File: config.mk
export PLATFORM = sky130hd
export DESIGN_NAME = string_to_unsigned_parser_unit
export DESIGN_NICKNAME = d
export VERILOG_FILES = /design/src/hw/rtl/s2u_pkg.sv /design/src/hw/rtl/s2u_fifo.sv /design/src/hw/rtl/s2u_front.sv /design/src/hw/rtl/s2u_back.sv /design/src/hw/rtl/string_to_unsigned_parser_unit.sv
export SDC_FILE = /design/constraint.sdc
export NUM_CORES = 1
export LEC_CHECK = 0
export ABC_AREA = 1
export BUFFER_PORTS_ARGS = -buffer_cell sky130_fd_sc_hd__buf_2
export CAP_MARGIN = 0
export CORE_MARGIN = 5
export CORE_UTILIZATION = 30
export DETAILED_ROUTE_END_ITERATION = 12
export PLACE_DENSITY = 0.49
export SKIP_CTS_REPAIR_TIMING = 1
export SYNTH_ARGS = -nofsm -noshare
export SYNTH_HDL_FRONTEND = slang
export SYNTH_HIERARCHICAL = 1
export SYNTH_SLANG_ARGS = --single-unit
File: constraint.sdc
create_clock -name i_clk -period 7.8 [get_ports i_clk]
set_clock_uncertainty 0.1 [all_clocks]
set_input_delay 1.17 -clock i_clk [delete_from_list [all_inputs] [get_ports i_clk]]
set_output_delay 1.17 -clock i_clk [all_outputs]
set_load 0.01 [all_outputs]
File: src/hw/rtl/s2u_pkg.sv
// ----------------------------------------------------------------------------
// s2u_pkg
// Types, character codes and the digit decoder shared by the parser modules.
// ----------------------------------------------------------------------------
package s2u_pkg;

    localparam logic [7:0] CH_SPACE = 8'd32;
    localparam logic [7:0] CH_TAB   = 8'd9;
    localparam logic [7:0] CH_CR    = 8'd13;
    localparam logic [7:0] CH_PLUS  = 8'h2B;
    localparam logic [7:0] CH_MINUS = 8'h2D;
    localparam logic [7:0] CH_ZERO  = 8'h30;
    localparam logic [7:0] CH_NINE  = 8'h39;
    localparam logic [7:0] CH_LO_A  = 8'h61;
    localparam logic [7:0] CH_LO_Z  = 8'h7A;
    localparam logic [7:0] CH_UP_A  = 8'h41;
    localparam logic [7:0] CH_UP_Z  = 8'h5A;
    localparam logic [7:0] CH_LO_X  = 8'h78;
    localparam logic [7:0] CH_UP_X  = 8'h58;

    localparam logic [5:0] BASE_AUTO  = 6'd0;
    localparam logic [5:0] BASE_OCT   = 6'd8;
    localparam logic [5:0] BASE_DEC   = 6'd10;
    localparam logic [5:0] BASE_HEX   = 6'd16;
    localparam logic [5:0] BASE_RESET = BASE_DEC;

    // Byte address of the number_base register.
    localparam logic [1:0] ADDR_NUMBER_BASE = 2'd0;

    // One classified character as it travels from the front to the back.
    typedef struct packed {
        logic       start;
        logic       blank;
        logic       plus;
        logic       minus;
        logic       x_char;
        logic       digit_ok;
        logic [5:0] digit;
        logic [5:0] base;
    } t_item;

    typedef struct packed {
        logic [31:0] value;
        logic [15:0] end_offset;
        logic        found_digits;
    } t_result;

    // Returns {valid, value}; letters of either case count from ten.
    function automatic logic [6:0] char_digit(input logic [7:0] ch);
        logic [7:0] diff;
        begin
            diff = 8'd0;
            if (ch >= CH_ZERO && ch <= CH_NINE) begin
                diff = ch - CH_ZERO;
                char_digit = {1'b1, diff[5:0]};
            end else if (ch >= CH_LO_A && ch <= CH_LO_Z) begin
                diff = ch - CH_LO_A + 8'd10;
                char_digit = {1'b1, diff[5:0]};
            end else if (ch >= CH_UP_A && ch <= CH_UP_Z) begin
                diff = ch - CH_UP_A + 8'd10;
                char_digit = {1'b1, diff[5:0]};
            end else begin
                char_digit = {1'b0, diff[5:0]};
            end
        end
    endfunction

endpackage

File: src/hw/rtl/s2u_fifo.sv
// ----------------------------------------------------------------------------
// s2u_fifo
// Small register queue with push/full and pop/empty sides.
// ----------------------------------------------------------------------------
module s2u_fifo #(
    parameter int WIDTH = 8,
    parameter int DEPTH = 2
) (
    input  logic             i_clk,
    input  logic             i_rst_n,
    input  logic             i_push,
    input  logic [WIDTH-1:0] i_data,
    output logic             o_full,
    input  logic             i_pop,
    output logic [WIDTH-1:0] o_data,
    output logic             o_empty
);
    localparam int PTR_W = (DEPTH > 1) ? $clog2(DEPTH) : 1;
    localparam int CNT_W = $clog2(DEPTH + 1);
    localparam logic [PTR_W-1:0] PTR_LAST = PTR_W'(DEPTH - 1);
    localparam logic [CNT_W-1:0] CNT_FULL = CNT_W'(DEPTH);

    logic [WIDTH-1:0] r_mem [DEPTH];
    logic [PTR_W-1:0] r_wr_ptr, r_rd_ptr;
    logic [CNT_W-1:0] r_count;
    logic             wr_en, rd_en;

    assign o_full  = (r_count == CNT_FULL);
    assign o_empty = (r_count == '0);
    assign wr_en   = i_push && !o_full;
    assign rd_en   = i_pop && !o_empty;
    assign o_data  = r_mem[r_rd_ptr];

    always_ff @(posedge i_clk) begin
        if (!i_rst_n) begin
            r_wr_ptr <= '0;
            r_rd_ptr <= '0;
            r_count  <= '0;
        end else begin
            if (wr_en) begin
                r_wr_ptr <= (r_wr_ptr == PTR_LAST) ? '0 : r_wr_ptr + 1'b1;
            end
            if (rd_en) begin
                r_rd_ptr <= (r_rd_ptr == PTR_LAST) ? '0 : r_rd_ptr + 1'b1;
            end
            if (wr_en && !rd_en) begin
                r_count <= r_count + 1'b1;
            end else if (rd_en && !wr_en) begin
                r_count <= r_count - 1'b1;
            end
        end
    end

    always_ff @(posedge i_clk) begin
        if (wr_en) begin
            r_mem[r_wr_ptr] <= i_data;
        end
    end

endmodule

File: src/hw/rtl/s2u_front.sv
// ----------------------------------------------------------------------------
// s2u_front
// Input side: classifies each accepted character and tags it with the base.
// ----------------------------------------------------------------------------
module s2u_front
    import s2u_pkg::*;
(
    input  logic       i_push,
    output logic       o_full,
    input  logic [7:0] i_ch,
    input  logic       i_start_req,
    input  logic [5:0] i_number_base,
    output logic       o_q_push,
    output t_item      o_q_item,
    input  logic       i_q_full
);
    logic [6:0] dec;

    assign dec      = char_digit(i_ch);
    assign o_full   = i_q_full;
    assign o_q_push = i_push;

    always_comb begin
        o_q_item.start    = i_start_req;
        o_q_item.blank    = (i_ch == CH_SPACE) || (i_ch >= CH_TAB && i_ch <= CH_CR);
        o_q_item.plus     = (i_ch == CH_PLUS);
        o_q_item.minus    = (i_ch == CH_MINUS);
        o_q_item.x_char   = (i_ch == CH_LO_X) || (i_ch == CH_UP_X);
        o_q_item.digit_ok = dec[6];
        o_q_item.digit    = dec[5:0];
        // The base only matters on a start beat, where the back latches it.
        o_q_item.base     = i_number_base;
    end

endmodule

File: src/hw/rtl/s2u_back.sv
// ----------------------------------------------------------------------------
// s2u_back
// Parse engine: runs the prefix/sign/digit sequencer and the multiply-add.
// ----------------------------------------------------------------------------
module s2u_back
    import s2u_pkg::*;
#(
    parameter int OFFSET_MAX = 65535
) (
    input  logic    i_clk,
    input  logic    i_rst_n,
    input  logic    i_item_valid,
    input  t_item   i_item,
    output logic    o_item_pop,
    input  logic    i_res_full,
    output logic    o_res_push,
    output t_result o_res
);
    localparam int POS_W = $clog2(OFFSET_MAX + 1);
    localparam logic [POS_W-1:0] POS_MAX = POS_W'(OFFSET_MAX);

    typedef enum logic [2:0] {
        PH_DONE,
        PH_SPACE,
        PH_PREFIX,
        PH_ZERO,
        PH_DIGITS
    } t_phase;

    t_phase           r_phase, n_phase;
    logic [5:0]       r_base, n_base;
    logic             r_minus, n_minus;
    logic [31:0]      r_acc, n_acc;
    logic [POS_W-1:0] r_pos, n_pos;
    logic             r_seen, n_seen;
    logic [POS_W-1:0] idx;
    logic             to_prefix, to_digit, emit;

    assign o_item_pop = i_item_valid && !i_res_full;
    assign o_res_push = o_item_pop && emit;

    always_comb begin
        n_phase   = r_phase;
        n_base    = r_base;
        n_minus   = r_minus;
        n_acc     = r_acc;
        n_pos     = r_pos;
        n_seen    = r_seen;
        to_prefix = 1'b0;
        to_digit  = 1'b0;
        emit      = 1'b0;
        if (i_item.start) begin
            n_phase = PH_SPACE;
            n_base  = i_item.base;
            n_minus = 1'b0;
            n_acc   = '0;
            n_pos   = '0;
            n_seen  = 1'b0;
        end
        idx = n_pos;
        if (n_phase != PH_DONE) begin
            n_pos = (idx < POS_MAX) ? idx + 1'b1 : POS_MAX;
            unique case (n_phase)
                PH_SPACE: begin
                    if (i_item.blank) begin
                        n_phase = PH_SPACE;
                    end else if (i_item.plus || i_item.minus) begin
                        n_minus = i_item.minus;
                        n_phase = PH_PREFIX;
                    end else begin
                        to_prefix = 1'b1;
                    end
                end
                PH_PREFIX: begin
                    to_prefix = 1'b1;
                end
                PH_ZERO: begin
                    n_phase = PH_DIGITS;
                    if (i_item.x_char) begin
                        if (n_base == BASE_AUTO) begin
                            n_base = BASE_HEX;
                        end
                    end else begin
                        // In auto mode the zero was only an octal prefix.
                        if (n_base == BASE_AUTO) begin
                            n_base = BASE_OCT;
                        end else begin
                            n_acc  = '0;
                            n_seen = 1'b1;
                        end
                        to_digit = 1'b1;
                    end
                end
                PH_DIGITS: begin
                    to_digit = 1'b1;
                end
                PH_DONE: begin
                    n_phase = PH_DONE;
                end
                default: begin
                    n_phase = PH_DONE;
                end
            endcase
            if (to_prefix) begin
                if (i_item.digit_ok && i_item.digit == 6'd0 &&
                    (n_base == BASE_AUTO || n_base == BASE_HEX)) begin
                    n_phase = PH_ZERO;
                end else begin
                    if (n_base == BASE_AUTO) begin
                        n_base = BASE_DEC;
                    end
                    n_phase  = PH_DIGITS;
                    to_digit = 1'b1;
                end
            end
            if (to_digit) begin
                if (i_item.digit_ok && i_item.digit < n_base) begin
                    n_acc  = 32'(n_acc * 32'(n_base)) + 32'(i_item.digit);
                    n_seen = 1'b1;
                end else begin
                    n_phase = PH_DONE;
                    emit    = 1'b1;
                end
            end
        end
    end

    always_comb begin
        if (n_seen) begin
            o_res.value        = n_minus ? (32'd0 - n_acc) : n_acc;
            o_res.end_offset   = 16'(idx);
            o_res.found_digits = 1'b1;
        end else begin
            o_res.value        = '0;
            o_res.end_offset   = '0;
            o_res.found_digits = 1'b0;
        end
    end

    always_ff @(posedge i_clk) begin
        if (!i_rst_n) begin
            r_phase <= PH_DONE;
            r_base  <= '0;
            r_minus <= 1'b0;
            r_acc   <= '0;
            r_pos   <= '0;
            r_seen  <= 1'b0;
        end else if (o_item_pop) begin
            r_phase <= n_phase;
            r_base  <= n_base;
            r_minus <= n_minus;
            r_acc   <= n_acc;
            r_pos   <= n_pos;
            r_seen  <= n_seen;
        end
    end

endmodule

File: src/hw/rtl/string_to_unsigned_parser_unit.sv
// ----------------------------------------------------------------------------
// string_to_unsigned_parser_unit
// Streaming strtoul-style parser: one character per beat, at most one result per string.
// ----------------------------------------------------------------------------
// Push one character per cycle, with i_start_req high on the first character
// of each string; the unit keeps taking a character every cycle as long as
// results are popped, since each character costs one pass through the parse
// engine's 32x6 multiply-add. A result enters the result queue on the edge at
// which the engine takes the character that ends the number (a NUL or any
// non-digit). An input queue of ITEM_DEPTH entries sits ahead of the engine
// and a result queue of RESULT_DEPTH entries behind it, so full rises only
// once both have filled while results are not popped. Characters after the
// end of a number, or before any start, make no result. The number_base
// register at byte address 0 is sampled on each start beat; 0 selects
// automatic base detection from the prefix.
module string_to_unsigned_parser_unit
    import s2u_pkg::*;
#(
    parameter int OFFSET_MAX   = 65535,
    parameter int ITEM_DEPTH   = 2,
    parameter int RESULT_DEPTH = 2
) (
    input  logic        i_clk,
    input  logic        i_rst_n,
    input  logic        push,
    output logic        full,
    input  logic [7:0]  i_ch,
    input  logic        i_start_req,
    output logic        empty,
    input  logic        pop,
    output logic [31:0] o_value,
    output logic [15:0] o_end_offset,
    output logic        o_found_digits,
    input  logic        psel,
    input  logic        penable,
    input  logic        pwrite,
    input  logic [1:0]  paddr,
    input  logic [31:0] pwdata,
    output logic [31:0] prdata,
    output logic        pready
);
    logic [5:0] r_number_base;
    logic       q_push, q_full, q_empty, q_pop;
    t_item      q_in, q_out;
    logic       res_push, res_full;
    t_result    res_in, res_out;

    assign pready = 1'b1;
    assign prdata = {26'd0, r_number_base};

    always_ff @(posedge i_clk) begin
        if (!i_rst_n) begin
            r_number_base <= BASE_RESET;
        end else if (psel && penable && pwrite && pready && paddr == ADDR_NUMBER_BASE) begin
            r_number_base <= pwdata[5:0];
        end
    end

    s2u_front u_front (
        .i_push        (push),
        .o_full        (full),
        .i_ch          (i_ch),
        .i_start_req   (i_start_req),
        .i_number_base (r_number_base),
        .o_q_push      (q_push),
        .o_q_item      (q_in),
        .i_q_full      (q_full)
    );

    s2u_fifo #(
        .WIDTH ($bits(t_item)),
        .DEPTH (ITEM_DEPTH)
    ) u_item_q (
        .i_clk   (i_clk),
        .i_rst_n (i_rst_n),
        .i_push  (q_push),
        .i_data  (q_in),
        .o_full  (q_full),
        .i_pop   (q_pop),
        .o_data  (q_out),
        .o_empty (q_empty)
    );

    s2u_back #(
        .OFFSET_MAX (OFFSET_MAX)
    ) u_back (
        .i_clk        (i_clk),
        .i_rst_n      (i_rst_n),
        .i_item_valid (!q_empty),
        .i_item       (q_out),
        .o_item_pop   (q_pop),
        .i_res_full   (res_full),
        .o_res_push   (res_push),
        .o_res        (res_in)
    );

    s2u_fifo #(
        .WIDTH ($bits(t_result)),
        .DEPTH (RESULT_DEPTH)
    ) u_result_q (
        .i_clk   (i_clk),
        .i_rst_n (i_rst_n),
        .i_push  (res_push),
        .i_data  (res_in),
        .o_full  (res_full),
        .i_pop   (pop),
        .o_data  (res_out),
        .o_empty (empty)
    );

    assign o_value        = res_out.value;
    assign o_end_offset   = res_out.end_offset;
    assign o_found_digits = res_out.found_digits;

endmodule

## Word level (Yosys, flattened, before mapping)

Memory sizes are Yosys's and may differ from the RTL's. A register that Yosys moved wholly into a read port is not among the register bits.
Index checks and enable logic that the tools add are counted.
Widths: inputs -> output; s select.

| word-level totals | value |
|---|---|
| output and inout bits | 84 |
| bits in writable memories | 134 |
| flip-flop bits (word level) | 73 |
| bits in read-only memories | 0 |
| word-level logic and storage cells | 172 |
| memories | 2 |
| latch bits | 0 |

| cells by class | value |
|---|---|
| $lt $le $gt $ge | 10 |
| div/mod/pow operators | 0 |
| shifts and indexed selects | 0 |
| bitwise logic cells | 0 |
| multipliers | 1 |
| $add $sub $neg | 16 |
| equal/unequal tests | 12 |
| reductions and logical operators | 42 |
| mux-type cells | 76 |

Memories:

| name | words | bits a word | rd ports | clocked after memory_dff | write ports | line | source |
|---|---|---|---|---|---|---|---|
| u_result_q.r_mem | 2 | 49 | 1 | 1 | 1 | s2u_fifo.sv:23 | `logic [WIDTH-1:0] r_mem [DEPTH];` |
| u_item_q.r_mem | 2 | 18 | 1 | 1 | 1 | s2u_fifo.sv:23 |  |

Operators with widths:

| operator | number |
|---|---|
| $mux 32 | 9 |
| $mux 6 | 11 |
| $mux 49 | 1 |
| $mux 16 | 3 |
| $mux 1 | 34 |
| $add 32x6->32 | 1 |
| $mul 32x6->32 | 1 |
| $sub 1x32->32 const A | 1 |
| $eq 8x6->1 const B | 3 |
| $mux 3 | 8 |
| $mux 7 | 3 |
| $logic_and 1x1->1 | 20 |
| $logic_not 6->1 | 3 |
| $add 16x1->16 const B | 1 |
| $eq 8x7->1 const B | 2 |
| $ge 8x7->1 const B | 2 |
| $le 8x7->1 const B | 2 |
| $lt 16x16->1 const B | 1 |
| $add 6x4->6 const B | 2 |
| $sub 6x6->6 const B | 2 |
| $pmux 3 s3 | 1 |
| $ge 8x4->1 const B | 1 |
| $ge 8x6->1 const B | 1 |
| $le 8x4->1 const B | 1 |
| 19 further kinds | 43 |

## Longest topological paths before layout

Gate-level depths: netlist (run 1).

| logic depth | value |
|---|---|
| word-level depth | 23 |
| mapped depth | 45 |
| mapped depth without buffers | 43 |

## Hierarchy

Netlist (run 1), hierarchy kept.

By module, submodules not included:

| module | times used | cells an instance | area each (um^2) |
|---|---|---|---|
| s2u_back | 1 | 1663 | 10789.1 |
| s2u_fifo at u_result_q | 1 | 190 | 3822.4 |
| s2u_fifo at u_item_q | 1 | 94 | 1597.8 |
| s2u_front | 1 | 122 | 688.2 |
| string_to_unsigned_parser_unit | 1 | 72 | 505.5 |

## Worst setup path after synthesis (run 1)

OpenSTA, ideal clock, no wires.

| timing path | value |
|---|---|
| path kind | reg-to-reg |
| start | register with a tool-made name |
| end | memory u_result_q/r_mem[0][48] (netlist bit) (data pin) |
| arrival time | 6.331 ns |
| slack | 1.114 ns |
| cell stages (with the launch flop) | 41 |
| setup time | 0.255 ns |
| required time | 7.445 ns |
| path buffers | 4 |
| clock period less this slack | 6.686 ns |
| cells stage by stage | dfxtp_1 -> buf_6 -> mux2_2 -> buf_6 -> inv_4 -> nand2_2 -> nand2_4 -> nand2_1 -> nor2_4 -> nand3_1 -> nand2_4 -> buf_2 -> buf_2 -> nand4_1 -> fa_1 -> fa_1 -> inv_1 -> fa_1 -> (+5 left out) -> nand2_1 -> a21oi_1 -> nand2_1 -> nand2_1 -> nand2_1 -> or2_2 -> nand3_1 -> nand2_1 -> nand2_1 -> nand3_1 -> nor2_1 -> nand3_2 -> nor2_1 -> nand2_1 -> nand2_1 -> nand2_1 -> nor2_1 -> nor2_1 |

RTL lines:

| item | line |
|---|---|
| end, declared | s2u_fifo.sv:23 |

==> results of run 1 <==
through the flow:
stage                     TNS [ns]  util (%)  setup slack (ns)  power [mW]  cell area [um^2]
final                            0      33.9             0.410        7.23             19500
after detailed placement         0      32.1             0.224        5.91             18500
after global placement           0      32.1             0.299        5.86             18500
after CTS                        0      33.7             0.186        7.22             19400
after floorplan                  0         -              1.11        4.73             17500
after global routing       -0.0540      33.9           -0.0183        7.90             19500
area by class of cell:
cell class                      instances  area share, %
Clock inverter                         14          0.943
Sequential cell                       209           28.3
Multi-Input combinational cell       1562           52.8
Tap cell                              765           4.91
Timing Repair Buffer                  118           3.60
Inverter                              292           5.73
Clock buffer                           34           3.70
critical path: cells and delay by family (launching register included):
| kind | cells | cell delay (ns) |
|---|---|---|
| and+or+nand+nor | 24 | 2.95 |
| AOI/OAI and AO/OA | 2 | 0.47 |
| muxes | 1 | 0.35 |
| adders and majority gates | 5 | 2.44 |
| DFF | 1 | 0.39 |
| buffers and inverters | 6 | 0.51 |
state kept, by name (all words and copies together) (netlist names), named ones only:
name / count
u_back/r_seen: 1
u_result_q/r_mem: 98
u_result_q/r_count: 2
u_back/r_pos: 16
u_back/r_base: 6
u_result_q/r_wr_ptr: 1
u_item_q/r_mem: 36
u_item_q/r_rd_ptr: 1
r_number_base: 6
u_result_q/r_rd_ptr: 1
u_back/r_phase: 3
u_item_q/r_count: 2
u_back/r_minus: 1
u_back/r_acc: 32
u_item_q/r_wr_ptr: 1
layer usage:
layer  up-vias  part of all wire, %  GRT usage (%)
met5         -                    0              0
met4         0                  2.0           2.65
met3        57                  5.1           2.31
met2       317                   48           25.4
met1      6757                   45           20.0
li1       7010                    -              -
power groups by stage:
stage	logic [mW]	clock network [mW]	registers, mW
global placement	4.32	0	1.54
finish	4.44	1.26	1.53
detailed placement	4.36	0	1.55
CTS	4.39	1.30	1.53
global route	4.99	1.35	1.55
floorplan	3.20	0	1.53
kinds of logic (layout without fill, tap and decap cells):
kind of cell | Yosys count | in the layout | share of synthesized area [%]
DFF | 209 | 209 | 31.7
and+or+nand+nor | 986 | 986 | 24.6
other | 2 | 27 | 0.0432
xor gates and xnor gates | 25 | 25 | 1.26
buffers and inverters | 396 | 458 | 10.2
adders and majority gates | 193 | 193 | 18.7
muxes | 67 | 67 | 4.77
AOI/OAI and AO/OA | 263 | 264 | 8.66
how the worst max path moves through the flow:
stage | startpoint | endpoint | slack, ns | cells after the start
finish | flop | u_result_q/r_mem[0][44] | 0.41 | 38
detailed placement | flop | u_result_q/r_mem[1][39] | 0.22 | 37
CTS | flop | u_result_q/r_mem[1][39] | 0.19 | 37
global placement | flop | u_result_q/r_mem[0][48] | 0.30 | 38
floorplan | flop | u_result_q/r_mem[0][48] | 1.11 | 40
global route | flop | u_result_q/r_mem[0][44] | -0.02 | 41
synthesized netlist by cell type (all sizes together):
cell type / instances
nand3b: 6
nand3: 123
nand2: 431
a211oi: 4
o22ai: 2
a21oi: 105
fa: 112
nor3: 30
clkinv: 6
nand4: 23
nor2: 366
a21o: 2
o21ai: 116
o21a: 5
mux2: 67
inv: 286
or2: 4
conb: 2
xnor2: 10
dfxtp: 75
buf: 68
o31ai: 1
edfxtp: 134
o21bai: 3
a21boi: 2
ha: 81
nor3b: 1
o221ai: 1
xor2: 15
a221oi: 6
clkbuf: 36
a31oi: 6
and2: 2
o211ai: 10
==> impl_metrics.tcl, run 1 <==
set metrics [dict create \
    multi_input_area_um2 10300 \
    area_growth_pct 12.1 \
    final_cell_mix "nand2_1, nor2_1, inv_1, edfxtp_1, fa_1" \
    hold_violations 0 \
    clock_latency_ns 0.54 \
    p_seq_share_pct 21.2 \
    seq_area_frac_synth_pct 31.7 \
    cts.htree.levels 1 \
    antenna_found_initial 0 \
    cts_tree "yes" \
    critical_path.slowest_cell "fa_1" \
    synth_top_area_share_pct 23.1 \
    synth_cells 2141 \
    vdd_drop_max_mv 0.176 \
    die_area_um2 62900 \
    clockBufferDepth 3 \
    start_util_pct 30.2 \
    min_path_type "reg2reg" \
    via_count 14100 \
    drt_iter0_drc 938 \
    layout_commonest_cell "nand2_1" \
    internal_power_mw 3.68 \
    required_ns 8.07 \
    ys_ff_latch 209 \
    setup_viol 0 \
    dp_cells 2943 \
    tightest_slew_ns 0.914 \
    max_stage_delay_ns 0.55 \
    grt_pass1_vias 14300 \
    first_pass_iters 5 \
    maxSlewViolCount 0 \
    crit_type "reg2reg" \
    io_pins 134 \
    drc 0 \
    cts_buffers 26 \
    slew_headroom_pct 38.7 \
    holdPathStages 2 \
    yosysWarnings 6 \
    viasPerCell 4.72 \
    synth_top_area_cell "edfxtp_1" \
    dieHeight_um 251 \
    hold_ws_ns 0.366 \
    regToRegSetupSlack_ns 0.41 \
    rows 88 \
    overflow 0 \
    io_buffers 80 \
    routabilityCongestion 0.903 \
    die-width_um 251 \
    nets 2452 \
    drv_cap 0 \
    outcome "complete, no violations" \
    crit_arrival_ns 7.66 \
    max_freq_mhz 135 \
    num_antenna_cells 0 \
    r2r_end "u_result_q/r_mem[0][44]" \
    p_leak_nw 8.92 \
    switching_share_pct 49.1 \
    regArea_um2 5530 \
    synth_cell_types 57 \
    fillers 6068 \
    dpl.hpwl_um 36200 \
    core_um2 57600 \
    wl_um 47400 \
    crit_path_max_fanout 17 \
    comb_power_share_pct 61.4 \
    clk_pin_slew_ns 0.06 \
    netlist_area_um2 17400 \
    crit_top_cell "nand2_1" \
    reg2reg_depth 38 \
    synthTopCellsByArea "edfxtp_1, fa_1, dfxtp_1" \
    wire_per_inst_um 15.8 \
    min_delay_worst_endpoint "u_back/r_pos[14]" \
    end_kind "flop" \
    finalCriticalPeriod_ns 7.39 \
    syn_area_per_cell_um2 8.13 \
    power_switching_mw 3.55 \
    clock_power_share_pct 17.4 \
    cts_sinks 209 \
    postRouteAntennaNets 0 \
    min-delay-start "u_back/r_pos[14]" \
    fin_crit_sh_pct 94.7 \
    start_kind "flop" \
    power.density_nw_per_um2 371 \
    grt_pass1_wl_um 76900 \
    drive_above_1_share_pct 15.8 \
    cts_root_buf "clkbuf_16" \
    stdcell_count 2994 \
    grt_max_degree 61 \
    grt.total_usage_pct 14.8 \
]
Note: power is estimated with default switching activity, not from simulation.
==> run 2, diff against run 1 <==
--- a/config.mk
+++ b/config.mk
@@ -8,7 +8,6 @@
 export ABC_AREA = 1
 export BUFFER_PORTS_ARGS = -buffer_cell sky130_fd_sc_hd__buf_2
 export CAP_MARGIN = 0
-export CORE_MARGIN = 5
 export CORE_UTILIZATION = 30
 export DETAILED_ROUTE_END_ITERATION = 12
 export PLACE_DENSITY = 0.49
==> run 2 against run 1 <==
  * Combinational power rose by 0.9%
  * Hold slack got worse by 0.00056 ns
  * Core utilization rose by 0.40 points
  * Count of clock-buffer cells in the layout rose by 2
  * Final area fell by 0.17%
  * First-iteration DRC count fell by 10%
  * Non-clock buffer count rose by 18
  * Die area fell by 6.3%
  * Setup slack improved by 0.10 ns
  * Sequential power barely moved
==> impl_metrics.tcl, run 2 (same netlist as run 1, synthesis figures left out) <==
set metrics [dict create \
    die-width_um 243 \
    clock_latency_ns 0.53 \
    cts_sinks 209 \
    stdcell_count 2997 \
    grt_pass1_vias 14100 \
    final_cell_mix "nand2_1, nor2_1, inv_1, edfxtp_1, fa_1" \
    p_seq_share_pct 21.6 \
    postRouteAntennaNets 0 \
    power.density_nw_per_um2 365 \
    rsz0062_at_grt "false" \
    cts.htree.levels 1 \
    cts_buffers 24 \
    outcome "complete, no violations" \
    core_um2 56800 \
    io_buffers 80 \
    critical_path.slowest_cell "fa_1" \
    wire_per_inst_um 15.6 \
    pre_cts_slack_ns 0.137 \
    regToRegSetupSlack_ns 0.51 \
    fillers 6018 \
    crit_top_cell "nand2_1" \
    required_ns 8.05 \
    io_pins 134 \
    viasPerCell 4.73 \
    finalCriticalPeriod_ns 7.29 \
    largest_register_ffs 98 \
    layout_commonest_cell "nand2_1" \
    power_switching_mw 3.52 \
    maxSlewViolCount 0 \
    routabilityCongestion 0.898 \
    use_met2_pct 26.9 \
    end_kind "flop" \
    top_regs "u_result_q/r_mem: 98 flops, u_item_q/r_mem: 36 flops, u_back/r_acc: 32 flops" \
    cp_num_buf_inv 8 \
    tns_ns 0 \
    hold_violations 0 \
    die_area_um2 59000 \
    crit_arrival_ns 7.54 \
    crit_family "adder cells" \
    clockBufferDepth 3 \
    vdd_drop_max_mv 0.184 \
    nets 2467 \
    clk_pin_slew_ns 0.06 \
    start_util_pct 30.6 \
    fin_area_um2 19500 \
    cts_root_buf "clkbuf_16" \
    switching_share_pct 49.5 \
    start_kind "flop" \
    largest_register "u_result_q/r_mem" \
    drc 0 \
    comb_power_share_pct 63.0 \
    dpl_cell_area_um2 18500 \
    overflow 0 \
    crit_type "reg2reg" \
    rows 87 \
    min_path_type "reg2reg" \
    p_leak_nw 8.94 \
    clock_power_share_pct 15.4 \
    grt_pass1_wl_um 75600 \
    slew_headroom_pct 37.0 \
    busiest_layer "met2" \
    first_pass_iters 5 \
    drt_iter0_drc 842 \
    area_growth_pct 11.9 \
    drive_above_1_share_pct 16.3 \
    crit_path_max_fanout 15 \
    max_freq_mhz 137 \
    grt.total_usage_pct 15.9 \
    dp_cells 2941 \
    antenna_found_initial 1 \
    grt_max_degree 50 \
    internal_power_mw 3.59 \
    finalPower_mw 7.11 \
    setup_ws_ns 0.512 \
    fin_crit_sh_pct 93.4 \
    tightest_slew_ns 0.943 \
    cts_tree "yes" \
    via_count 14200 \
    setup_viol 0 \
    num_antenna_cells 0 \
    max_stage_delay_ns 0.53 \
    dieHeight_um 243 \
    use_met1_pct 20.9 \
    wl_um 46700 \
    drv_cap 0 \
    dpl.hpwl_um 36100 \
    use_met3_pct 2.96 \
]
-- run 2: cell types whose count changed in the layout (fill, tap and decap cells not counted), moves of 3 or more --
| cell | change |
|---|---|
| bufinv_16 | -4 |
| clkbuf_8 | +4 |
| buf_4 | +17 |
| nor2_2 | +3 |
-- run 2: area by class of cell --
| type | count | area [um^2] | area share (%) |
|---|---|---|---|
| flip-flops and latches | 209 | 5530 | 28.4 |
| clock inverters | 7 | 43.8 | 0.225 |
| clock buffers | 36 | 727 | 3.73 |
| repair buffers | 136 | 850 | 4.36 |
| inverters | 292 | 1120 | 5.74 |
| multi-input cells | 1561 | 10300 | 52.7 |
| well taps | 756 | 946 | 4.86 |
-- run 2: path summary, 6_finish.rpt --
check,from,end,depth (start not counted)
worst max-delay path,flop,u_result_q/r_mem[0][32],37
worst min-delay path,u_back/r_pos[14],u_back/r_pos[14],2
worst max register to register,flop,u_result_q/r_mem[0][32],37
worst min register to register,u_back/r_pos[14],u_back/r_pos[14],2
-- run 2: worst min-delay path: stages, from the launching register on --
cell	delay, ns
dfxtp_1	0.30
inv_1	0.06
a211oi_1	0.06
-- run 2: power by group through the flow --
stage	logic [mW]	registers [mW]	clock network, mW
6_report	4.48	1.53	1.10
5_1_grt	5.03	1.56	1.17
4_1_cts	4.42	1.53	1.13
3_5_place_dp	4.39	1.55	0
3_3_place_gp	4.35	1.54	0
2_1_floorplan	3.20	1.53	0
-- run 2: routing by layer --
layer / part of all wire, % / vias to the layer above
li1: - / 7019
met2: 47 / 337
met5: 0.017 / -
met4: 2.1 / 2
met1: 45 / 6767
met3: 6.0 / 65
-- run 2: stage by stage --
stage / hold slack [ns] / util [%]
after floorplan: 0.337 / -
after global placement: 0.349 / 32.6
after detailed placement: 0.356 / 32.6
after CTS: 0.368 / 34.0
after global routing: 0.392 / 34.3
final: 0.365 / 34.3
==> run 3, diff against run 2 <==
--- a/config.mk
+++ b/config.mk
@@ -6,11 +6,12 @@
 export NUM_CORES = 1
 export LEC_CHECK = 0
 export ABC_AREA = 1
+export ABC_CLOCK_PERIOD_IN_PS = 7800
 export BUFFER_PORTS_ARGS = -buffer_cell sky130_fd_sc_hd__buf_2
 export CAP_MARGIN = 0
-export CORE_UTILIZATION = 30
+export CORE_UTILIZATION = 60
 export DETAILED_ROUTE_END_ITERATION = 12
-export PLACE_DENSITY = 0.49
+export PLACE_DENSITY = 0.83
 export SKIP_CTS_REPAIR_TIMING = 1
 export SYNTH_ARGS = -nofsm -noshare
 export SYNTH_HDL_FRONTEND = slang
==> run 3 against run 2 <==
  * Fmax decreased by 1.6%
  * Core utilization up 33 points
  * Die area decreased by 50%
  * Wire length decreased by 6.8%
  * First-iteration DRC count up 81%
  * Sequential share of layout area rose by 1.0 points
  * Flip-flop and latch count stayed put
  * Register-to-register slack worse by 0.12 ns
  * Via count grew 3.6%
  * Hold slack better by 0.0073 ns
  * Critical path type unchanged
  * Critical endpoint is now u_result_q/r_mem[1][48]
  * Largest power group unchanged
==> impl_metrics.tcl, run 3 (same netlist as run 1, synthesis figures left out) <==
set metrics [dict create \
    outcome "complete, no violations" \
    via_count 14700 \
    drv_cap 0 \
    fillers 2288 \
    critical_path.slowest_cell "fa_1" \
    nets 2441 \
    end_kind "flop" \
    maxSlewViolCount 0 \
    routabilityCongestion 1.01 \
    clock_latency_ns 0.50 \
    drive_above_1_share_pct 15.6 \
    die_area_um2 29700 \
    postRouteAntennaNets 0 \
    cts_buffers 23 \
    hold_violations 0 \
    grt_pass1_wl_um 69700 \
    max_stage_delay_ns 0.50 \
    setup_viol 0 \
    clock_power_share_pct 14.7 \
    largest_register "u_result_q/r_mem" \
    layout_commonest_cell "nand2_1" \
    wl_um 43500 \
    dpl_cell_area_um2 17900 \
    internal_power_mw 3.50 \
    crit_arrival_ns 7.56 \
    p_leak_nw 8.79 \
    dieHeight_um 172 \
    viasPerCell 5.67 \
    drc 0 \
    cts_tree "yes" \
    max_freq_mhz 135 \
    top_regs "u_result_q/r_mem: 98 flops, u_item_q/r_mem: 36 flops, u_back/r_acc: 32 flops" \
    fin_area_um2 18800 \
    required_ns 7.95 \
    io_pins 134 \
    dpl.hpwl_um 32300 \
    tns_ns 0 \
    clockBufferDepth 3 \
    multi_input_area_um2 10300 \
    rows 61 \
    start_kind "flop" \
    switching_share_pct 49.9 \
    start_util_pct 61.8 \
    power.density_nw_per_um2 371 \
    cts_sinks 209 \
    fin_crit_sh_pct 95.0 \
    crit_top_cell "nand2_1" \
    comb_power_share_pct 63.3 \
    crit_path_max_fanout 24 \
    regArea_um2 5530 \
    num_antenna_cells 0 \
    final_cell_mix "nand2_1, nor2_1, inv_1, edfxtp_1, fa_1" \
    dp_cells 2548 \
    crit_type "reg2reg" \
    grt.total_usage_pct 29.8 \
    grt_max_degree 61 \
    vdd_drop_max_mv 0.228 \
    die-width_um 172 \
    min_path_type "reg2reg" \
    cts_root_buf "clkbuf_16" \
    drt_iter0_drc 1526 \
    clk_pin_slew_ns 0.06 \
    p_seq_share_pct 22.0 \
    first_pass_iters 6 \
    antenna_found_initial 0 \
    io_buffers 80 \
    stdcell_count 2592 \
    power_switching_mw 3.48 \
    wire_per_inst_um 16.8 \
    largest_register_ffs 98 \
    area_growth_pct 8.08 \
    cts.htree.levels 1 \
    finalCriticalPeriod_ns 7.41 \
    grt_pass1_vias 14000 \
    core_um2 28200 \
    tightest_slew_ns 1.25 \
    slew_headroom_pct 16.4 \
    overflow 0 \
]
-- run 3: final cells by class --
| class | count | share of cell area (%) |
|---|---|---|
| flip-flops and latches | 209 | 29.4 |
| clock buffers | 32 | 3.35 |
| clock inverters | 9 | 0.439 |
| multi-input cells | 1562 | 55.0 |
| repair buffers | 110 | 3.43 |
| inverters | 292 | 5.91 |
| well taps | 378 | 2.51 |
-- run 3: through the flow --
stage          util (%)  power, mW  setup WS, ns  hold WS, ns
3_5_place_dp       63.7       5.78         0.205        0.359
5_1_grt            66.8       7.53      -0.00759        0.390
6_report           66.8       6.98         0.393        0.372
3_3_place_gp       63.7       5.64         0.321        0.347
4_1_cts            66.3       6.84         0.149        0.368
2_1_floorplan         -       4.73          1.11        0.337
-- run 3: power by group through the flow --
stage / combinational (mW) / sequential (mW) / clock, mW
2_1_floorplan: 3.20 / 1.53 / 0
3_3_place_gp: 4.10 / 1.54 / 0
3_5_place_dp: 4.23 / 1.55 / 0
4_1_cts: 4.27 / 1.53 / 1.04
5_1_grt: 4.89 / 1.55 / 1.08
6_report: 4.42 / 1.54 / 1.03
-- run 3: final timing paths --
check | start | to | slack [ns] | cells past startpoint
worst max-delay path | flop | u_result_q/r_mem[1][48] | 0.39 | 31
worst min-delay path | u_back/r_pos[10] | u_back/r_pos[10] | 0.37 | 2
worst max register to register | flop | u_result_q/r_mem[1][48] | 0.39 | 31
worst min register to register | u_back/r_pos[10] | u_back/r_pos[10] | 0.37 | 2
-- run 3: critical path: cells and delay by family (launching register included) --
| kind | cells | cell delay (ns) |
|---|---|---|
| XOR/XNOR | 1 | 0.33 |
| AO/OA/AOI/OAI | 4 | 0.89 |
| multiplexers | 1 | 0.31 |
| AND/OR/NAND/NOR | 16 | 2.34 |
| buffers and inverters | 4 | 0.61 |
| flip-flops | 1 | 0.38 |
| adder cells (fa/ha/maj) | 5 | 2.16 |
-- run 3: per-layer routing --
| metal | part of all wire (%) | vias up | wire length [um] | global-route usage [%] |
|---|---|---|---|---|
| met5 | 0 | - | 0 | 0 |
| met4 | 3.2 | 0 | 1390 | 11.0 |
| met3 | 7.0 | 111 | 3050 | 3.57 |
| met2 | 50 | 644 | 21800 | 52.8 |
| met1 | 40 | 6960 | 17300 | 37.1 |
| li1 | - | 6982 | - | - |
